--- src/hw/rtl/ims_pkg.sv ---
package ims_pkg;

	localparam int ThrW = 16;
	localparam int MagW = 10;
	localparam int CfgIdxW = 1;

	typedef enum logic [CfgIdxW-1:0] {
		REG_THR_DE4 = 1'b0,
		REG_THR_DE8 = 1'b1
	} cfg_reg_t;

	typedef enum logic {
		OP_LOAD   = 1'b0,
		OP_UPDATE = 1'b1
	} op_t;

	// Spins of the current site and its four wrapped neighbors, plus the raster end mark.
	typedef struct packed {
		logic cur;
		logic up;
		logic down;
		logic left;
		logic right;
		logic last;
	} site_t;

endpackage

--- src/hw/rtl/ims_if.sv ---
interface ims_item_if;
	import ims_pkg::*;
	logic            valid;
	logic            ready;
	logic            op;
	logic            spin_in;
	logic [ThrW-1:0] random_value;

	modport source (output valid, output op, output spin_in, output random_value, input ready);
	modport sink   (input valid, input op, input spin_in, input random_value, output ready);
endinterface

interface ims_result_if;
	import ims_pkg::*;
	logic                   valid;
	logic                   ready;
	logic                   spin_out;
	logic                   flipped;
	logic signed [MagW-1:0] magnetization;
	logic                   sweep_done;

	modport source (output valid, output spin_out, output flipped, output magnetization,
		output sweep_done, input ready);
	modport sink   (input valid, input spin_out, input flipped, input magnetization,
		input sweep_done, output ready);
endinterface

interface ims_cfg_if;
	import ims_pkg::*;
	logic               valid;
	logic               ready;
	logic [CfgIdxW-1:0] index;
	logic [ThrW-1:0]    data;

	modport source (output valid, output index, output data, input ready);
	modport sink   (input valid, input index, input data, output ready);
endinterface

--- src/hw/rtl/ims_lattice.sv ---
module ims_lattice
	import ims_pkg::*;
#(
	parameter int SIDE = 16
) (
	input  logic  clk,
	input  logic  arst_n,
	input  logic  step,
	input  logic  new_spin,
	output site_t site
);

	localparam int Sites = SIDE * SIDE;
	localparam int SideW = $clog2(SIDE);
	localparam logic [SideW-1:0] LastPos = SideW'(SIDE - 1);

	// The lattice rotates by one site per step, so the current site always sits
	// at position 0; up and down are fixed taps, left and right pick a tap by column.
	logic [Sites-1:0] grid_q;
	logic [SideW-1:0] col_q;
	logic [SideW-1:0] row_q;
	logic             col_first;
	logic             col_last;

	assign col_first = (col_q == '0);
	assign col_last  = (col_q == LastPos);

	assign site.cur   = grid_q[0];
	assign site.up    = grid_q[Sites-SIDE];
	assign site.down  = grid_q[SIDE];
	assign site.left  = col_first ? grid_q[SIDE-1] : grid_q[Sites-1];
	assign site.right = col_last ? grid_q[Sites-SIDE+1] : grid_q[1];
	assign site.last  = col_last && (row_q == LastPos);

	always_ff @(posedge clk or negedge arst_n) begin
		if (!arst_n) begin
			grid_q <= '0;
			col_q  <= '0;
			row_q  <= '0;
		end else if (step) begin
			grid_q <= {new_spin, grid_q[Sites-1:1]};
			if (col_last) begin
				col_q <= '0;
				row_q <= (row_q == LastPos) ? '0 : row_q + 1'b1;
			end else begin
				col_q <= col_q + 1'b1;
			end
		end
	end

endmodule

--- src/hw/rtl/ims_decide.sv ---
module ims_decide
	import ims_pkg::*;
(
	input  site_t           site,
	input  logic            op,
	input  logic            spin_in,
	input  logic [ThrW-1:0] random_value,
	input  logic [ThrW-1:0] thr_de4,
	input  logic [ThrW-1:0] thr_de8,
	output logic            new_spin,
	output logic            flip
);

	logic [2:0] aligned;

	// The energy change is four times the number of neighbors that agree with the
	// spin, minus eight.
	assign aligned = 3'(site.up == site.cur) + 3'(site.down == site.cur)
		+ 3'(site.left == site.cur) + 3'(site.right == site.cur);

	always_comb begin
		flip = 1'b0;
		if (op == OP_UPDATE) begin
			case (aligned)
				3'd3:    flip = random_value < thr_de4;
				3'd4:    flip = random_value < thr_de8;
				default: flip = 1'b1;
			endcase
		end
		new_spin = (op == OP_LOAD) ? spin_in : (site.cur ^ flip);
	end

endmodule

--- src/hw/rtl/ising_metropolis_sweep.sv ---
// An accepted request is held in the input register, then moves to the output
// register that drives the result. Throughput: one request per cycle unless a
// held result stalls it; the lattice rotates through flip-flops, so each site
// reads its neighbors and is written back in the same cycle.
// Reset: all spins -1, raster at site (0,0), thresholds 22 and 0, outputs idle.
module ising_metropolis_sweep
	import ims_pkg::*;
#(
	parameter int SIDE = 16
) (
	input  logic                clk,
	input  logic                arst_n,
	ims_item_if.sink            item,
	ims_result_if.source        result,
	ims_cfg_if.sink             cfg
);

	localparam int Sites = SIDE * SIDE;
	localparam logic [MagW-1:0] TotalReset = MagW'(-Sites);

	logic            valid_s1;
	logic            op_s1;
	logic            spin_in_s1;
	logic [ThrW-1:0] random_s1;
	logic            adv_s1;

	logic [ThrW-1:0] thr_de4_q;
	logic [ThrW-1:0] thr_de8_q;
	logic [MagW-1:0] total_q;
	logic [MagW-1:0] total_next;

	logic                   valid_s2;
	logic                   spin_s2;
	logic                   flip_s2;
	logic signed [MagW-1:0] mag_s2;
	logic                   done_s2;

	site_t site;
	logic  new_spin;
	logic  flip;

	assign adv_s1     = valid_s1 && (!valid_s2 || result.ready);
	assign item.ready = !valid_s1 || adv_s1;
	assign cfg.ready  = 1'b1;

	always_ff @(posedge clk or negedge arst_n) begin
		if (!arst_n) begin
			thr_de4_q <= ThrW'(22);
			thr_de8_q <= '0;
		end else if (cfg.valid) begin
			unique case (cfg_reg_t'(cfg.index))
				REG_THR_DE4: thr_de4_q <= cfg.data;
				REG_THR_DE8: thr_de8_q <= cfg.data;
			endcase
		end
	end

	always_ff @(posedge clk or negedge arst_n) begin
		if (!arst_n) begin
			valid_s1 <= 1'b0;
		end else if (item.ready) begin
			valid_s1 <= item.valid;
		end
	end

	always_ff @(posedge clk) begin
		if (item.valid && item.ready) begin
			op_s1      <= item.op;
			spin_in_s1 <= item.spin_in;
			random_s1  <= item.random_value;
		end
	end

	ims_lattice #(
		.SIDE(SIDE)
	) u_lattice (
		.clk     (clk),
		.arst_n  (arst_n),
		.step    (adv_s1),
		.new_spin(new_spin),
		.site    (site)
	);

	ims_decide u_decide (
		.site        (site),
		.op          (op_s1),
		.spin_in     (spin_in_s1),
		.random_value(random_s1),
		.thr_de4     (thr_de4_q),
		.thr_de8     (thr_de8_q),
		.new_spin    (new_spin),
		.flip        (flip)
	);

	always_comb begin
		total_next = total_q;
		if (new_spin && !site.cur) begin
			total_next = total_q + MagW'(2);
		end else if (!new_spin && site.cur) begin
			total_next = total_q - MagW'(2);
		end
	end

	always_ff @(posedge clk or negedge arst_n) begin
		if (!arst_n) begin
			total_q  <= TotalReset;
			valid_s2 <= 1'b0;
		end else begin
			if (adv_s1) begin
				total_q <= total_next;
			end
			if (adv_s1) begin
				valid_s2 <= 1'b1;
			end else if (result.ready) begin
				valid_s2 <= 1'b0;
			end
		end
	end

	always_ff @(posedge clk) begin
		if (adv_s1) begin
			spin_s2 <= new_spin;
			flip_s2 <= flip;
			mag_s2  <= total_next;
			done_s2 <= site.last;
		end
	end

	assign result.valid         = valid_s2;
	assign result.spin_out      = spin_s2;
	assign result.flipped       = flip_s2;
	assign result.magnetization = mag_s2;
	assign result.sweep_done    = done_s2;

endmodule
--- src/flat_wrapper.sv ---
// flat-port wrapper written by rule: the top's interface ports become plain ports
module ising_metropolis_sweep_flat import ims_pkg::*;
#(
	parameter int SIDE = 16
)
  (clk, arst_n, item_valid, item_op, item_spin_in, item_random_value, item_ready, result_valid, result_spin_out, result_flipped, result_magnetization, result_sweep_done, result_ready, cfg_valid, cfg_index, cfg_data, cfg_ready);
  ims_item_if item_i ();
  ims_result_if result_i ();
  ims_cfg_if cfg_i ();
  input  logic clk;
  input  logic arst_n;
  input wire logic [$bits(item_i.valid)-1:0] item_valid;
  input wire logic [$bits(item_i.op)-1:0] item_op;
  input wire logic [$bits(item_i.spin_in)-1:0] item_spin_in;
  input wire logic [$bits(item_i.random_value)-1:0] item_random_value;
  output wire logic [$bits(item_i.ready)-1:0] item_ready;
  output wire logic [$bits(result_i.valid)-1:0] result_valid;
  output wire logic [$bits(result_i.spin_out)-1:0] result_spin_out;
  output wire logic [$bits(result_i.flipped)-1:0] result_flipped;
  output wire logic [$bits(result_i.magnetization)-1:0] result_magnetization;
  output wire logic [$bits(result_i.sweep_done)-1:0] result_sweep_done;
  input wire logic [$bits(result_i.ready)-1:0] result_ready;
  input wire logic [$bits(cfg_i.valid)-1:0] cfg_valid;
  input wire logic [$bits(cfg_i.index)-1:0] cfg_index;
  input wire logic [$bits(cfg_i.data)-1:0] cfg_data;
  output wire logic [$bits(cfg_i.ready)-1:0] cfg_ready;
  assign item_i.valid = item_valid;
  assign item_i.op = item_op;
  assign item_i.spin_in = item_spin_in;
  assign item_i.random_value = item_random_value;
  assign item_ready = item_i.ready;
  assign result_valid = result_i.valid;
  assign result_spin_out = result_i.spin_out;
  assign result_flipped = result_i.flipped;
  assign result_magnetization = result_i.magnetization;
  assign result_sweep_done = result_i.sweep_done;
  assign result_i.ready = result_ready;
  assign cfg_i.valid = cfg_valid;
  assign cfg_i.index = cfg_index;
  assign cfg_i.data = cfg_data;
  assign cfg_ready = cfg_i.ready;
  ising_metropolis_sweep #(.SIDE(SIDE)) u_core (.clk(clk), .arst_n(arst_n), .item(item_i), .result(result_i), .cfg(cfg_i));
endmodule
--- config.mk ---
export PLATFORM = sky130hd
export DESIGN_NAME = ising_metropolis_sweep_flat
export DESIGN_NICKNAME = d
export VERILOG_FILES = /design/src/hw/rtl/ims_pkg.sv /design/src/hw/rtl/ims_if.sv /design/src/hw/rtl/ims_lattice.sv /design/src/hw/rtl/ims_decide.sv /design/src/hw/rtl/ising_metropolis_sweep.sv /design/src/flat_wrapper.sv
export SDC_FILE = /design/constraint.sdc
export NUM_CORES = 1
export LEC_CHECK = 0
export ABC_AREA = 1
export BUFFER_PORTS_ARGS = -buffer_cell sky130_fd_sc_hd__buf_4
export CORE_MARGIN = 2
export CORE_UTILIZATION = 61
export CTS_CLUSTER_SIZE = 10
export DETAILED_ROUTE_END_ITERATION = 16
export PLACE_DENSITY_LB_ADDON = 0.3
export SETUP_SLACK_MARGIN = 0.4
export SLEW_MARGIN = 20
export SYNTH_ARGS = -nofsm -noshare
export SYNTH_HDL_FRONTEND = slang
export SYNTH_HIERARCHICAL = 1
export SYNTH_SLANG_ARGS = --single-unit
--- constraint.sdc ---
create_clock -name clk -period 4.4 [get_ports clk]
set_clock_uncertainty 0.2 [all_clocks]
set_input_delay 0 -clock clk [delete_from_list [all_inputs] [get_ports clk]]
set_output_delay 0 -clock clk [all_outputs]
set_load 0.1 [all_outputs]
==> results of run 1 <==
synthesized netlist by cell type (3+ instances only):
cell type and instances:
buf_6 3, nand4_1 7, dfrtp_1 302, o21ai_1 11, nor2_1 145, edfxtp_1 30
nand2_1 251, nor2_2 5, xor2_1 3, nand2_2 7, buf_2 30, dfstp_2 5
ha_1 37, inv_2 8, nand3_1 22, nor3_1 3, o21ai_0 170, inv_1 212
a21oi_1 138, clkbuf_1 17, buf_4 19
timing repair:
| item | CTS | global route |
|---|---|---|
| cloned | 0 | 1 |
| gates resized for setup | 5 | 18 |
| endpoints found under the setup margin | 3 | 18 |
| hold endpoints to repair | 164 | 0 |
| hold buffers | 47 | 0 |
| buffers inserted | 1 | 4 |
| pin swaps | 2 | 8 |
metal layers:
metal,wire length (microns),vias to the layer above,GRT usage
met5,0,-,0
met4,602,0,0.06658
met3,899,53,0.03502
met2,12140,172,0.3548
met1,11010,4388,0.2865
li1,-,4709,-
worst max path at each step:
| stage | endpoint | start | cells past startpoint |
|---|---|---|---|
| after global routing | u_core/result.magnetization[8]$_DFFE_PP_ | u_core/u_lattice/col_q[1]$_DFFE_PN0P_ | 22 |
| after detailed placement | u_core/result.magnetization[7]$_DFFE_PP_ | u_core/u_lattice/col_q[0]$_DFFE_PN0P_ | 24 |
| after global placement | u_core/result.magnetization[7]$_DFFE_PP_ | u_core/u_lattice/col_q[0]$_DFFE_PN0P_ | 24 |
| after CTS | u_core/result.magnetization[7]$_DFFE_PP_ | u_core/u_lattice/col_q[0]$_DFFE_PN0P_ | 24 |
| after floorplan | u_core/result.magnetization[8]$_DFFE_PP_ | u_core/u_lattice/col_q[0]$_DFFE_PN0P_ | 20 |
| final | u_core/result.magnetization[7]$_DFFE_PP_ | u_core/u_lattice/col_q[1]$_DFFE_PN0P_ | 24 |
per-stage QoR:
step                cell area (sq um)  utilization  hold slack (ns)
CTS                             15880       0.7080        0.0001537
detailed placement              14290       0.6370         -0.09433
global placement                14290       0.6370         -0.09334
floorplan                       13820            -          -0.4956
global route                    15990       0.7128          0.01621
finish                          15990       0.7128          0.02409
power by group:
group,total (mW),switching [mW],internal [mW]
Clock,2.78,1.14,1.64
Combinational,3.88,2.45,1.42
Sequential,5.20,0.643,4.55
Total,11.9,4.24,7.62
sequential cells by signal, summed over array words and instances, names as in the netlist, 4 cells and up:
signal                       count
u_core/u_lattice/grid_q        256
u_core/random_s1                16
u_core/thr_de4_q                16
u_core/thr_de8_q                16
u_core/result.magnetization      9
u_core/total_q                   9
u_core/u_lattice/col_q           4
u_core/u_lattice/row_q           4
kinds of logic after synthesis:
group | after synthesis
other | 2
XOR/XNOR | 6
buffers and inverters | 291
adder cells (fa/ha/maj) | 38
multiplexers | 2
AO/OA/AOI/OAI | 324
flip-flops | 337
AND/OR/NAND/NOR | 447
cell type report:
class,instances,share of cell area
Clock buffer,52,0.06541
Timing Repair Buffer,113,0.06432
Clock inverter,2,0.001565
Inverter,221,0.05235
Tap cell,285,0.02230
Multi-Input combinational cell,820,0.2569
Sequential cell,337,0.5372
==> flow_results.xml, run 1 <==
<?xml version="1.0" encoding="UTF-8"?>
<metrics>
  <group name="status">
    <metric name="result_of_the_run" unit="">finished, final reports clean</metric>
  </group>
  <group name="critical_path">
    <metric name="reg2reg_depth" unit="">24</metric>
    <metric name="critical_path_class" unit="">register to register</metric>
    <metric name="cp_max_fo" unit="">4</metric>
    <metric name="critPathMaxStageDelay" unit="ns">0.45</metric>
    <metric name="kind_of_start_point_of_the_critical_path" unit="">register</metric>
    <metric name="critical_path_arrival" unit="ns">3.99</metric>
    <metric name="ff2ff_setup_slack" unit="ns">0.47</metric>
    <metric name="critical_path.top_delay_family" unit="">simple AND/OR/NAND/NOR gates</metric>
    <metric name="cp.required" unit="ns">4.47</metric>
    <metric name="cpMostUsedCell" unit="">nand2_2</metric>
    <metric name="cp_cell_sequence" unit="">ha_4, nand3_4, nand2_2, o21ai_2, xor2_1, fa_1, inv_1, ha_2, ha_4, nor2_4, nand4_1, nor2_1, nand2_2, nand3_2, nand2_2, nand2_2, a21oi_4, nor2_4, nand2_2, nor2_4, nand2_2, nand2_1, nand2_1, and2_1</metric>
    <metric name="crit_path_end_kind" unit="">register</metric>
    <metric name="rr_endpoint" unit="">u_core/result.magnetization[7]$_DFFE_PP_</metric>
    <metric name="timing.critical_path.buf_inv" unit="">1</metric>
    <metric name="cp_slowest_cell" unit="">fa_1</metric>
    <metric name="regToRegStartpoint" unit="">u_core/u_lattice/col_q[1]$_DFFE_PN0P_</metric>
  </group>
  <group name="route">
    <metric name="drt_iter0_drc" unit="">640</metric>
    <metric name="drt-vias-per-instance" unit="">5.094</metric>
    <metric name="drt-wirelength-per-cell" unit="microns">13.47</metric>
    <metric name="drt_wl_total" unit="microns">24650</metric>
    <metric name="drcViolationCount" unit="">0</metric>
    <metric name="drt-pass1-iter-count" unit="">5</metric>
    <metric name="route.antenna.remaining_nets" unit="">0</metric>
    <metric name="routed-via-count" unit="">9322</metric>
  </group>
  <group name="floorplan">
    <metric name="initial_utilization" unit="">0.6159</metric>
    <metric name="placement_rows" unit="">55</metric>
    <metric name="top_level_ports" unit="">56</metric>
    <metric name="chipWidth" unit="microns">154.5</metric>
    <metric name="core-area" unit="sq mm">0.02243</metric>
    <metric name="height_of_the_die" unit="microns">154.5</metric>
    <metric name="dieArea" unit="sq mm">0.02387</metric>
  </group>
  <group name="sta">
    <metric name="final-setup-viol-count" unit="">0</metric>
    <metric name="grt_setup_unrepaired" unit="">true</metric>
    <metric name="timing.setup.tns" unit="ns">0</metric>
    <metric name="finalHoldViolations" unit="">0</metric>
    <metric name="maxClockFrequency" unit="MHz">254.7</metric>
    <metric name="max-slew-margin-rel" unit="">0.3339</metric>
    <metric name="layout_setup_ws" unit="ns">0.4735</metric>
    <metric name="worst-slew-pin-transition" unit="ns">0.9968</metric>
    <metric name="post-route-period-util" unit="">0.8924</metric>
    <metric name="min_period" unit="ns">3.926</metric>
    <metric name="slew_viol_final" unit="">0</metric>
  </group>
  <group name="place">
    <metric name="globalplace.congestion" unit="">0.7967</metric>
    <metric name="placed_cell_count" unit="">1723</metric>
    <metric name="port-buffer-count" unit="">53</metric>
    <metric name="detailed_place_hpwl" unit="microns">13560</metric>
    <metric name="dpl_worst_slack" unit="ns">0.3463</metric>
  </group>
  <group name="clock_tree">
    <metric name="cts-root-buf" unit="">clkbuf_16</metric>
    <metric name="cts_buffers" unit="">39</metric>
    <metric name="cts_tree" unit="">yes</metric>
    <metric name="clock_insertion_delay_worst_skew" unit="ns">0.52</metric>
    <metric name="clkSlewWorstSetupHoldPaths" unit="ns">0.06</metric>
    <metric name="cts.path.max_buffers" unit="">3</metric>
    <metric name="cts_sinks" unit="">337</metric>
    <metric name="htree_levels" unit="">2</metric>
  </group>
  <group name="yosys">
    <metric name="synth_edf_count" unit="">30</metric>
    <metric name="yosys_register_bits" unit="">337</metric>
    <metric name="combined_area_of_all_synthesized_cells" unit="sq mm">0.01382</metric>
    <metric name="postSynthAreaPerCell" unit="sq um">9.549</metric>
    <metric name="combinational_family_with_the_most_area_after_synthesis" unit="">simple AND/OR/NAND/NOR gates</metric>
    <metric name="netlist_top_cells_area" unit="">dfrtp_1, nand2_1, edfxtp_1</metric>
    <metric name="asyncSetResetFlopFracSynth" unit="">0.9110</metric>
    <metric name="synth_compound_area_frac" unit="">0.1187</metric>
    <metric name="synthSimpleGateAreaFrac" unit="">0.1296</metric>
    <metric name="multiplexer_share_of_the_synthesized_area" unit="">0.001630</metric>
    <metric name="yosys_warnings" unit="">6</metric>
    <metric name="post_synth_xor_area_fraction" unit="">0.004347</metric>
    <metric name="synthDominantCellAreaShare" unit="">0.5470</metric>
    <metric name="post_synth_fa_ha_maj_area_fraction" unit="">0.03495</metric>
    <metric name="share_of_the_yosys_chip_area_belonging_to_registers" unit="">0.6217</metric>
    <metric name="netlist.top_cell.by_area" unit="">dfrtp_1</metric>
    <metric name="synth_nets" unit="">1525</metric>
    <metric name="synthCells" unit="">1447</metric>
    <metric name="post_synth_num_cell_types" unit="">37</metric>
    <metric name="synth-main-ff-cell" unit="">dfrtp_1</metric>
  </group>
  <group name="cells_and_area">
    <metric name="final-seq-area" unit="sq mm">0.008589</metric>
    <metric name="antenna_cells" unit="">0</metric>
    <metric name="final_net_count" unit="">1610</metric>
    <metric name="layout-drive-gt1-share" unit="">0.1042</metric>
    <metric name="multi_input_comb_area" unit="sq mm">0.004108</metric>
    <metric name="filler_instances" unit="">1558</metric>
    <metric name="final-instance-count-excl-fill" unit="">1830</metric>
    <metric name="layout_common_cells" unit="">dfrtp_1, nand2_1, inv_1</metric>
    <metric name="final_common_cell" unit="">dfrtp_1</metric>
    <metric name="synthToLayoutAreaGrowth" unit="%">15.73</metric>
  </group>
  <group name="power">
    <metric name="power-per-cell-area" unit="mW/mm^2">741.6</metric>
    <metric name="report.power.total" unit="mW">11.86</metric>
    <metric name="leakage" unit="nW">7.690</metric>
    <metric name="vdd_ir_drop_max" unit="mV">0.5521</metric>
  </group>
  <group name="hold_path">
    <metric name="whs_endpoint" unit="">u_core/random_s1[11]$_DFFE_PP_</metric>
    <metric name="hp-class" unit="">primary input to register</metric>
    <metric name="min_path_cells" unit="">2</metric>
    <metric name="min_from" unit="">item_random_value[11]</metric>
  </group>
  <group name="global_routing">
    <metric name="grt_antenna_before_repair" unit="">0</metric>
    <metric name="overflow" unit="">0</metric>
    <metric name="global_route.usage.total" unit="">0.2114</metric>
    <metric name="grt_max_degree" unit="">199</metric>
    <metric name="grt_pass1_wl" unit="microns">42080</metric>
    <metric name="via_count_of_the_first_global_routing_pass" unit="">9242</metric>
  </group>
  <group name="job">
    <metric name="maxCapViolations" unit="">0</metric>
  </group>
</metrics>
Power figures use the tool's default switching activity.
==> run 2: changes to the inputs <==
--- a/config.mk
+++ b/config.mk
@@ -11,7 +11,7 @@
 export CORE_UTILIZATION = 61
 export CTS_CLUSTER_SIZE = 10
 export DETAILED_ROUTE_END_ITERATION = 16
-export PLACE_DENSITY_LB_ADDON = 0.3
+export PLACE_DENSITY = 0.79
 export SETUP_SLACK_MARGIN = 0.4
 export SLEW_MARGIN = 20
 export SYNTH_ARGS = -nofsm -noshare
==> run 2 against run 1 <==
The run now ends with negative hold slack left. Core utilization increased by 0.12 points. Power is 1.4% lower. Wire length decreased by 1.3%. Worst setup slack improved by 0.050 ns. Flip-flop and latch count is the same. Highest routed layer unchanged. Critical path depth unchanged. First-iteration DRC count decreased by 8.1%. Largest power group unchanged. Combinational power shrank 4%. Sequential power barely moved.
==> flow_results.xml, run 2 (same netlist as run 1, synthesis figures left out) <==
<?xml version="1.0" encoding="UTF-8"?>
<metrics>
  <group name="floorplan">
    <metric name="placement_rows" unit="">55</metric>
    <metric name="height_of_the_die" unit="microns">154.5</metric>
    <metric name="initial_utilization" unit="">0.6159</metric>
    <metric name="core-area" unit="sq mm">0.02243</metric>
    <metric name="dieArea" unit="sq mm">0.02387</metric>
    <metric name="chipWidth" unit="microns">154.5</metric>
    <metric name="top_level_ports" unit="">56</metric>
  </group>
  <group name="clock_tree">
    <metric name="cts.path.max_buffers" unit="">3</metric>
    <metric name="cts_tree" unit="">yes</metric>
    <metric name="cts-root-buf" unit="">clkbuf_16</metric>
    <metric name="cts_sinks" unit="">337</metric>
    <metric name="clock_insertion_delay_worst_skew" unit="ns">0.52</metric>
    <metric name="clkSlewWorstSetupHoldPaths" unit="ns">0.06</metric>
    <metric name="cts_buffers" unit="">39</metric>
    <metric name="htree_levels" unit="">2</metric>
  </group>
  <group name="global_routing">
    <metric name="grt_pass1_wl" unit="microns">41710</metric>
    <metric name="via_count_of_the_first_global_routing_pass" unit="">9256</metric>
    <metric name="overflow" unit="">0</metric>
    <metric name="global_route.usage.total" unit="">0.2104</metric>
    <metric name="grt_antenna_before_repair" unit="">0</metric>
    <metric name="grt_max_degree" unit="">167</metric>
  </group>
  <group name="sta">
    <metric name="fin_hold_ws" unit="ns">-0.05634</metric>
    <metric name="worst-slew-pin-transition" unit="ns">0.9685</metric>
    <metric name="post-route-period-util" unit="">0.8810</metric>
    <metric name="max-slew-margin-rel" unit="">0.3528</metric>
    <metric name="grt_setup_unrepaired" unit="">true</metric>
    <metric name="finalHoldViolations" unit="">25</metric>
    <metric name="timing.setup.tns" unit="ns">0</metric>
    <metric name="final-setup-viol-count" unit="">0</metric>
    <metric name="slew_viol_final" unit="">0</metric>
    <metric name="min_period" unit="ns">3.876</metric>
    <metric name="maxClockFrequency" unit="MHz">258.0</metric>
  </group>
  <group name="route">
    <metric name="drt-vias-per-instance" unit="">5.096</metric>
    <metric name="drt-pass1-iter-count" unit="">5</metric>
    <metric name="routed-via-count" unit="">9331</metric>
    <metric name="drt_iter0_drc" unit="">588</metric>
    <metric name="drcViolationCount" unit="">0</metric>
    <metric name="drt_wl_total" unit="microns">24340</metric>
    <metric name="route.antenna.remaining_nets" unit="">0</metric>
    <metric name="drt-wirelength-per-cell" unit="microns">13.30</metric>
  </group>
  <group name="status">
    <metric name="result_of_the_run" unit="">finished, violations left</metric>
    <metric name="failing_checks" unit="">negative hold slack</metric>
  </group>
  <group name="job">
    <metric name="maxCapViolations" unit="">0</metric>
  </group>
  <group name="cells_and_area">
    <metric name="final_common_cell" unit="">dfrtp_1</metric>
    <metric name="layout_common_cells" unit="">dfrtp_1, nand2_1, inv_1</metric>
    <metric name="layout-drive-gt1-share" unit="">0.1061</metric>
    <metric name="final_net_count" unit="">1613</metric>
    <metric name="filler_instances" unit="">1551</metric>
    <metric name="synthToLayoutAreaGrowth" unit="%">15.93</metric>
    <metric name="antenna_cells" unit="">0</metric>
    <metric name="regMostFlops" unit="">u_core/u_lattice/grid_q</metric>
    <metric name="largest_register_ffs" unit="">256</metric>
  </group>
  <group name="place">
    <metric name="globalplace.congestion" unit="">0.8056</metric>
    <metric name="port-buffer-count" unit="">53</metric>
    <metric name="detailed_place_hpwl" unit="microns">13410</metric>
  </group>
  <group name="power">
    <metric name="vdd_ir_drop_max" unit="mV">0.4700</metric>
    <metric name="power-per-cell-area" unit="mW/mm^2">730.3</metric>
    <metric name="leakage" unit="nW">7.708</metric>
  </group>
  <group name="critical_path">
    <metric name="cp_max_fo" unit="">5</metric>
    <metric name="crit_path_end_kind" unit="">register</metric>
    <metric name="critical_path_arrival" unit="ns">3.95</metric>
    <metric name="kind_of_start_point_of_the_critical_path" unit="">register</metric>
    <metric name="cp.required" unit="ns">4.48</metric>
    <metric name="cp_cell_sequence" unit="">ha_4, nand3_4, nand2_2, o21ai_2, xor2_1, fa_1, inv_1, ha_2, ha_4, inv_2, nor2_4, nand4_1, nor2_1, nand2_2, nand4_1, nand2_2, a21oi_4, nand2_4, buf_12, nor2_4, nand2_2, nand2_1, nand2_1, and2_1</metric>
    <metric name="critical_path_class" unit="">register to register</metric>
    <metric name="cp_slowest_cell" unit="">fa_1</metric>
    <metric name="critPathMaxStageDelay" unit="ns">0.49</metric>
    <metric name="cpMostUsedCell" unit="">nand2_2</metric>
  </group>
  <group name="hold_path">
    <metric name="hp-class" unit="">primary input to async pin</metric>
  </group>
</metrics>
==> run 2: worst max-delay path: cells and delay by family, from the launching register on <==
family,cells,cell delay [ns]
AND/OR/NAND/NOR,14,1.25
adder cells (fa/ha/maj),4,1.12
flip-flops,1,0.39
AO/OA/AOI/OAI,2,0.27
buffers and inverters,3,0.24
XOR/XNOR,1,0.15
==> run 2: power by group <==
part	total, mW	switching (mW)	internal [mW]
clock network	2.79	1.14	1.65
logic	3.71	2.35	1.36
registers	5.20	0.642	4.55
total	11.7	4.13	7.57
==> run 2: area by class of cell <==
class	count	area (sq um)	share of cell area
tap	285	356.6	0.02226
timing repair buffer	117	1054	0.06577
clock buffer	50	1049	0.06546
sequential	337	8589	0.5362
inverter	221	837.1	0.05226
multi-input combinational	819	4108	0.2564
clock inverter	2	25.02	0.001562
==> run 2: path summary, 6_finish.rpt <==
path | from | to | slack, ns | cells past startpoint
setup / recovery | u_core/u_lattice/col_q[1]$_DFFE_PN0P_ | u_core/result.magnetization[7]$_DFFE_PP_ | 0.52 | 24
hold / removal | arst_n | u_core/thr_de8_q[4]$_DFFE_PN0P_ | -0.06 | 2
setup reg to reg | u_core/u_lattice/col_q[1]$_DFFE_PN0P_ | u_core/result.magnetization[7]$_DFFE_PP_ | 0.52 | 24
hold reg to reg | u_core/u_lattice/grid_q[101]$_DFFE_PN0P_ | u_core/u_lattice/grid_q[100]$_DFFE_PN0P_ | 0.27 | 2
max in group asynchronous | arst_n | u_core/u_lattice/grid_q[223]$_DFFE_PN0P_ | 2.92 | 3
min in group clk | item_op | u_core/op_s1$_DFFE_PP_ | 0.02 | 2
==> run 2: stage by stage <==
| step | instance area (sq um) | setup WS [ns] | utilization | total power, mW | std cells |
|---|---|---|---|---|---|
| 2_1_floorplan | 13820 | 0.6648 | - | 7.784 | 1447 |
| 3_3_place_gp | 14290 | 0.4769 | 0.6370 | 8.285 | 1723 |
| 3_5_place_dp | 14290 | 0.3505 | 0.6370 | 8.498 | 1723 |
| 4_1_cts | 15870 | 0.4006 | 0.7075 | 11.48 | 1823 |
| 5_1_grt | 16020 | 0.2958 | 0.7140 | 12.56 | 1831 |
| 6_report | 16020 | 0.5236 | 0.7140 | 11.70 | 1831 |
==> run 2: repair_timing <==
action,in CTS,in global routing
hold buffers,48,0
buffers inserted,0,8
setup endpoints to repair,4,18
gates resized for setup,6,18
pin swaps,1,10
hold endpoints to repair,173,0
==> run 2: metal layers <==
layer,vias to the layer above,routed length [microns],share of wire,global-route usage
met1,4396,10720,0.44,0.2808
met5,-,0,0,0
met3,53,844,0.035,0.03614
li1,4712,-,-,-
met2,170,12110,0.50,0.3518
met4,0,667,0.027,0.07760
